<file path="src/design/mtra_pkg.sv">
// ----------------------------------------------------------------------------
// mtra_pkg
// Shared types, codes and helpers for the memory-type range allocator.
// ----------------------------------------------------------------------------
package mtra_pkg;

  localparam int NUM_ENTRIES   = 8;
  localparam int MAX_ADDR_BITS = 52;
  localparam int MIN_ADDR_BITS = 32;

  localparam int SLOT_W = (NUM_ENTRIES > 1) ? $clog2(NUM_ENTRIES) : 1;
  localparam int CNT_W  = $clog2(NUM_ENTRIES + 1);

  localparam int ADDR_W  = 52;
  localparam int END_W   = ADDR_W + 1;
  localparam int TYPE_W  = 8;
  localparam int STAT_W  = 3;
  localparam int OSLOT_W = 3;
  localparam int WORD_W  = 64;
  localparam int PAGE_W  = 12;

  localparam int CFG_IDX_W  = 2;
  localparam int CFG_DATA_W = 6;
  localparam int ENT_FLD_W  = 4;
  localparam int PAB_FLD_W  = 6;

  // configuration register indexes
  localparam logic [CFG_IDX_W-1:0] CFG_ENABLE  = 2'd0;
  localparam logic [CFG_IDX_W-1:0] CFG_ENTRIES = 2'd1;
  localparam logic [CFG_IDX_W-1:0] CFG_PADDR   = 2'd2;

  // status codes
  localparam logic [STAT_W-1:0] ST_OK       = 3'd0;
  localparam logic [STAT_W-1:0] ST_DISABLED = 3'd1;
  localparam logic [STAT_W-1:0] ST_OVL_UC   = 3'd2;
  localparam logic [STAT_W-1:0] ST_OVL_UNDEF = 3'd3;
  localparam logic [STAT_W-1:0] ST_NO_FREE  = 3'd4;

  // memory type codes
  localparam logic [TYPE_W-1:0] MT_UC = 8'd0;
  localparam logic [TYPE_W-1:0] MT_WT = 8'd4;
  localparam logic [TYPE_W-1:0] MT_WB = 8'd6;

  localparam int ENT_RESET  = 8;
  localparam int PADDR_RESET = 32;

  // request token that walks down the row of cells
  typedef struct packed {
    logic                vld;
    logic [ADDR_W-1:0]   addr;
    logic [END_W-1:0]    req_end;
    logic [TYPE_W-1:0]   mtype;
    logic [ADDR_W-1:0]   base_m;
    logic [ADDR_W-1:0]   mask_m;
    logic [STAT_W-1:0]   status;
    logic                stop;
    logic                has_free;
    logic [SLOT_W-1:0]   free_slot;
  } token_t;

  // slot write broadcast to all cells
  typedef struct packed {
    logic                en;
    logic [SLOT_W-1:0]   slot;
    logic [ADDR_W-1:0]   base;
    logic [TYPE_W-1:0]   mtype;
    logic [ADDR_W-1:0]   mask;
  } wr_t;

  // masks and slot count derived from the configuration
  typedef struct packed {
    logic [END_W-1:0]    or_hi;     // bits at and above P set
    logic [ADDR_W-1:0]   and_mask;  // bits 12 .. P-1 set
    logic [CNT_W-1:0]    n_eff;
  } geom_t;

  function automatic logic [CNT_W-1:0] eff_entries(input logic [ENT_FLD_W-1:0] v);
    logic [CNT_W-1:0] n;
    if (32'(v) > NUM_ENTRIES) n = CNT_W'(NUM_ENTRIES);
    else n = CNT_W'(v);
    return n;
  endfunction

  function automatic logic [PAB_FLD_W-1:0] eff_bits(input logic [PAB_FLD_W-1:0] v);
    logic [PAB_FLD_W-1:0] p;
    p = v;
    if (32'(p) < MIN_ADDR_BITS) p = PAB_FLD_W'(MIN_ADDR_BITS);
    if (32'(p) > MAX_ADDR_BITS) p = PAB_FLD_W'(MAX_ADDR_BITS);
    return p;
  endfunction

  function automatic logic [END_W-1:0] or_mask_of(input logic [PAB_FLD_W-1:0] p);
    logic [END_W-1:0] m;
    for (int b = 0; b < END_W; b++) m[b] = (b >= int'(p));
    return m;
  endfunction

  function automatic logic [ADDR_W-1:0] and_mask_of(input logic [PAB_FLD_W-1:0] p);
    logic [ADDR_W-1:0] m;
    for (int b = 0; b < ADDR_W; b++) m[b] = (b >= PAGE_W) && (b < int'(p));
    return m;
  endfunction

endpackage

</file>
<file path="src/design/mtra_cell.sv">
// ----------------------------------------------------------------------------
// mtra_cell
// One range slot: holds base, type, mask and valid, checks the passing
// request token for overlap and hands the updated token to its neighbor.
// ----------------------------------------------------------------------------
module mtra_cell
  import mtra_pkg::*;
(
  input  logic              clk,
  input  logic              rst,
  input  logic              advance,
  input  logic [SLOT_W-1:0] cell_idx,
  input  geom_t             geom,
  input  wr_t               wr,
  input  token_t            tok_in,
  output token_t            tok_out
);

  logic [ADDR_W-1:0] r_base;
  logic [TYPE_W-1:0] r_type;
  logic [ADDR_W-1:0] r_mask;
  logic              r_valid;

  logic [END_W-1:0]  neg_size;
  logic [END_W:0]    lhs;
  logic [END_W:0]    rhs;
  logic              overlap;
  logic              in_range;
  logic              pair_ok;
  token_t            tok_next;

  always_ff @(posedge clk) begin
    if (rst) begin
      r_valid <= 1'b0;
    end else if (wr.en && wr.slot == cell_idx) begin
      r_valid <= 1'b1;
    end
  end

  always_ff @(posedge clk) begin
    if (wr.en && wr.slot == cell_idx) begin
      r_base <= wr.base;
      r_type <= wr.mtype;
      r_mask <= wr.mask;
    end
  end

  // range end = base + 2^53 - neg_size; compare without forming it
  always_comb begin
    neg_size = geom.or_hi | {1'b0, r_mask};
    neg_size[PAGE_W-1:0] = '0;
    lhs = {2'b10, r_base};
    rhs = {2'b00, tok_in.addr} + {1'b0, neg_size};
    overlap = ({1'b0, r_base} < tok_in.req_end) && (lhs > rhs);
    in_range = CNT_W'(cell_idx) < geom.n_eff;
    pair_ok = (r_type == MT_WB && tok_in.mtype == MT_WT) ||
              (r_type == MT_WT && tok_in.mtype == MT_WB);
  end

  always_comb begin
    tok_next = tok_in;
    if (tok_in.vld && !tok_in.stop && in_range) begin
      if (r_valid) begin
        if (overlap && r_type != tok_in.mtype && !pair_ok) begin
          tok_next.stop   = 1'b1;
          tok_next.status = (r_type == MT_UC) ? ST_OVL_UC : ST_OVL_UNDEF;
        end
      end else if (!tok_in.has_free) begin
        tok_next.has_free  = 1'b1;
        tok_next.free_slot = cell_idx;
      end
    end
  end

  always_ff @(posedge clk) begin
    if (rst) begin
      tok_out <= '0;
    end else if (advance) begin
      tok_out <= tok_next;
    end
  end

endmodule

</file>
<file path="config.mk">
export PLATFORM = sky130hd
export DESIGN_NAME = mtra_cell
export DESIGN_NICKNAME = d
export VERILOG_FILES = /design/src/design/mtra_pkg.sv /design/src/design/mtra_cell.sv
export SDC_FILE = /design/constraint.sdc
export NUM_CORES = 1
export LEC_CHECK = 0
export BUFFER_PORTS_ARGS = -buffer_cell sky130_fd_sc_hd__buf_2
export CAP_MARGIN = 20
export CELL_PAD_IN_SITES_DETAIL_PLACEMENT = 1
export CELL_PAD_IN_SITES_GLOBAL_PLACEMENT = 1
export CORE_AREA = 4 4 261 263
export DETAILED_ROUTE_END_ITERATION = 8
export DIE_AREA = 0 0 265 267
export PLACE_DENSITY = 0.66
export SLEW_MARGIN = 40
export SYNTH_ARGS = -nofsm -noshare
export SYNTH_HDL_FRONTEND = slang
export SYNTH_SLANG_ARGS = --single-unit
</file>
<file path="constraint.sdc">
create_clock -name clk -period 13.9 [get_ports clk]
set_input_delay 1.39 -clock clk [delete_from_list [all_inputs] [get_ports clk]]
set_output_delay 1.39 -clock clk [all_outputs]
set_load 0.05 [all_outputs]
</file>
==> PnR_summary.wiki <==
{| class="wikitable"
! Metric !! Value
|-
| Number of port buffers || between 600 and 700
|-
| Total vias in the final route || approximately 14k
|-
| Worst reg2reg startpoint || r_mask[12]
|-
| CP Launch Point || geom[68]
|-
| Status || finished, final reports clean
|-
| Max Clock Freq || between 100 and 150 MHz
|-
| Post-synthesis cell area || ~16000 sq um
|-
| Global-route congestion overflow total || 0
|-
| Worst Path Max Fanout || 5
|-
| Length of the first detailed-routing pass in iterations || 4
|-
| Number of filler instances in the final layout || 7714
|-
| R2R Path End || tok_out[5]
|-
| Clk_lat worst skew || 0.55 ns
|-
| Top-level port count || 683
|-
| Area occupied by registers || 7550 sq um
|-
| Clock network power share || 0.377
|-
| Mean instance size in the synthesized netlist || between 10 and 15 sq um
|-
| Placed wire-length estimate after detailed placement || between 50 and 60 mm
|-
| Width of the die || approximately 270 um
|-
| Synth top area share || 0.283
|-
| Post-synth top cells || sky130_fd_sc_hd__nor2_1, sky130_fd_sc_hd__dfxtp_1, sky130_fd_sc_hd__mux2i_1
|-
| Share of total power in sequential cells || 0.401
|-
| CTS tree || built
|-
| Slew Limit Headroom || 0.456
|-
| Clk pin slew, worst setup/hold paths || 0.06 ns
|-
| Cts hold-fix bufs || 0
|-
| Area of the core || between 60000 and 70000 sq um
|-
| Standard-cell row count || between 90 and 100
|-
| Via density || between 4 and 5
|-
| Final number of setup-violating endpoints || 0
|-
| Power dissipated by switching net loads || approximately 830 uW
|-
| Setup repair after global routing missed its margin || false
|-
| Multi-input combinational cell area || about 8000 sq um
|-
| Internal power of the cells || around 1.8 mW
|-
| Wire length of the first global-routing pass || 91.0 mm
|-
| Setup crit end || tok_out[5]
|-
| Type of element capturing the critical path || flop
|-
| Total leakage power || between 10 and 15 nW
|-
| Detailed-route wire length per cell || 20.2 um
|-
| Via count of the first global-routing pass || approximately 15k
|-
| Post-layout min period || approximately 7 ns
|-
| Number of flops mapped to enable cells by yosys || 100
|-
| Fraction of the cycle the final worst path needs || 0.503
|-
| Number of buffers added for setup after CTS || 0
|-
| Main synth FF type || sky130_fd_sc_hd__dfxtp_1
|-
| Combinational share of power || 0.222
|-
| Dominant cell by count in the synthesized netlist || sky130_fd_sc_hd__nor2_1
|-
| Yosys warnings || 0
|-
| Detailed router's first-iteration violation count || 527
|-
| Cell Count, Final, Fillers Out || around 3.1k
|-
| Detail Route Antenna Nets || 0
|-
| Final hold violation count || 0
|-
| Cell count after synthesis || roughly 1.6k
|-
| Post-layout nets || roughly 2.8k
|-
| Critical setup path kind || in2reg
|-
| Worst min-delay path startpoint || tok_out[4]
|-
| Detailed-route wire length || 61.7 mm
|-
| Biggest area consumer among synthesized cells || sky130_fd_sc_hd__dfxtp_1
|-
| Number of instances in the placed design || around 3.0k
|-
| Number of pins exceeding their max-slew limit in the final report || 0
|-
| Number of distinct library cells after synthesis || 64
|-
| Final sum of negative setup slack || 0 ns
|-
| Antenna violations before repair || 17
|-
| Hold Crit Class || reg2reg
|-
| Root buffer cell || sky130_fd_sc_hd__clkbuf_16
|-
| Clk_skew || 0.0185 ns
|-
| Net count of the mapped netlist || around 2.2k
|-
| Number of clock sinks seen by CTS || ~330
|-
| Maximum number of pins on one net before global-route repair || 85
|-
| Final estimated routing congestion in global placement || approximately 0.86
|-
| Count of H-tree levels built during CTS || 2
|-
| Proportion of register bits with asynchronous set or reset after synthesis || 0
|-
| Sw Ratio || 0.309
|-
| Worst slew pin tran || 0.816 ns
|-
| Number of buffers created by CTS || 38
|-
| FF+latch count, synth || ~330
|-
| Resize count post-CTS || 0
|-
| Worst reg2reg setup slack || between 7 and 8 ns
|-
| Cell types occupying the most area after synthesis || sky130_fd_sc_hd__dfxtp_1, sky130_fd_sc_hd__edfxtp_1, sky130_fd_sc_hd__mux2i_1
|-
| DRC || 0
|-
| Final hold slack || 0.489 ns
|-
| Area added between synthesis and finish || 32.9%
|-
| Sequential element share of the synthesized area || 0.470
|-
| Data arrival, critical path || approximately 7.4 ns
|-
| Share of cells above drive strength 1 || 0.333
|-
| Maxcap violations || 0
|-
| Worst path required time || approximately 14 ns
|-
| Power density cells || between 100 and 150 nW/um^2
|-
| Peak supply drop || 0.0629 mV
|-
| Die ar. || between 70000 and 80000 sq um
|-
| Global-route usage over all layers || 0.166
|-
| Cell count of the worst reg-to-reg path || 24
|-
| Initial Util || 0.244
|-
| Floorplan die height || roughly 270 um
|-
| Maximum clock insertion buffer count || 3
|-
| Sort of element at the start of the critical path || primary input
|}
## cell families after synthesis
family / synth area share
simple gates: 0.129
flops: 0.470
compound gates: 0.0899
mux: 0.138
fa+ha+maj: 0.115
buf+inv: 0.0317
xor+xnor: 0.0262
## per-stage QoR
step                      setup slack [ns]  total power, mW  utilization  cell area, sq um
after floorplan                       4.83             1.48            -             16000
after global placement                6.73             1.67        0.305             20000
after detailed placement              6.37             1.69        0.306             20100
after CTS                             6.97             2.73        0.325             21300
after global routing                  6.61             2.81        0.325             21300
final                                 6.90             2.67        0.325             21300
## placed cells by master, fill, tap and decap left out, drive strengths merged, types with 44 or more instances in the layout
master / Yosys / layout
a21oi: 79 / 79
buf: 22 / 612
clkbuf: 33 / 60
dfxtp: 227 / 227
edfxtp: 100 / 100
ha: 146 / 146
inv: 80 / 82
mux2i: 221 / 221
nand2: 45 / 45
nor2: 260 / 260
or2: 44 / 44
## cell type report
type                            count  area share
Multi-Input combinational cell   1090       0.376
Clock buffer                       59      0.0512
Sequential cell                   327       0.354
Timing Repair Buffer              613       0.146
Tap cell                          864      0.0507
Clock inverter                     11     0.00698
Antenna cell                       10     0.00117
Inverter                           80      0.0141
## how the worst min path moves through the flow
stage | cells after the start | endpoint | slack [ns]
floorplan | 1 | r_valid | 0.49
global placement | 2 | tok_out[150] | 0.47
detailed placement | 2 | tok_out[111] | 0.48
CTS | 2 | tok_out[4] | 0.49
global route | 2 | tok_out[195] | 0.51
finish | 2 | tok_out[4] | 0.49
## registers in the layout, indices dropped and copies added, names as in the netlist
signal / count
tok_out: 226
r_base: 52
r_mask: 40
r_type: 8
r_valid: 1
## critical path, stage by stage
cell                        delay [ns]
sky130_fd_sc_hd__buf_2            0.10
sky130_fd_sc_hd__or2_2            0.27
sky130_fd_sc_hd__ha_1             0.24
sky130_fd_sc_hd__fa_1             0.45
sky130_fd_sc_hd__a211oi_2         0.30
sky130_fd_sc_hd__o211ai_1         0.17
sky130_fd_sc_hd__a221oi_2         0.55
sky130_fd_sc_hd__a211oi_1         0.32
sky130_fd_sc_hd__o21ai_1          0.28
sky130_fd_sc_hd__nand2b_1         0.08
sky130_fd_sc_hd__a21oi_1          0.25
sky130_fd_sc_hd__o21bai_1         0.09
sky130_fd_sc_hd__a21oi_1          0.21
sky130_fd_sc_hd__xnor2_1          0.14
sky130_fd_sc_hd__ha_1             0.32
sky130_fd_sc_hd__o21ai_0          0.10
sky130_fd_sc_hd__o21ai_0          0.23
sky130_fd_sc_hd__o211ai_1         0.13
sky130_fd_sc_hd__a21oi_1          0.42
sky130_fd_sc_hd__nor3_1           0.09
sky130_fd_sc_hd__a211oi_1         0.51
sky130_fd_sc_hd__nand4bb_1        0.21
sky130_fd_sc_hd__nand3_2          0.21
sky130_fd_sc_hd__nor3_1           0.08
sky130_fd_sc_hd__a211o_1          0.28
## power groups by stage
| stage | clock [mW] | combinational, mW | sequential, mW |
|---|---|---|---|
| 6_report | 1.01 | 0.593 | 1.07 |
| 3_5_place_dp | 0 | 0.599 | 1.09 |
| 2_1_floorplan | 0 | 0.261 | 1.22 |
| 5_1_grt | 1.08 | 0.648 | 1.08 |
| 3_3_place_gp | 0 | 0.578 | 1.09 |
| 4_1_cts | 1.05 | 0.601 | 1.07 |
## per-layer routing
| metal | share of wire | up-vias | track usage |
|---|---|---|---|
| met4 | 0.022 | 8 | 0.0440 |
| met3 | 0.070 | 82 | 0.0476 |
| met1 | 0.41 | 6647 | 0.191 |
| li1 | - | 6681 | - |
| met5 | 0.00084 | - | 0 |
| met2 | 0.50 | 446 | 0.303 |
No activity file was read; power rests on OpenSTA's default activity.
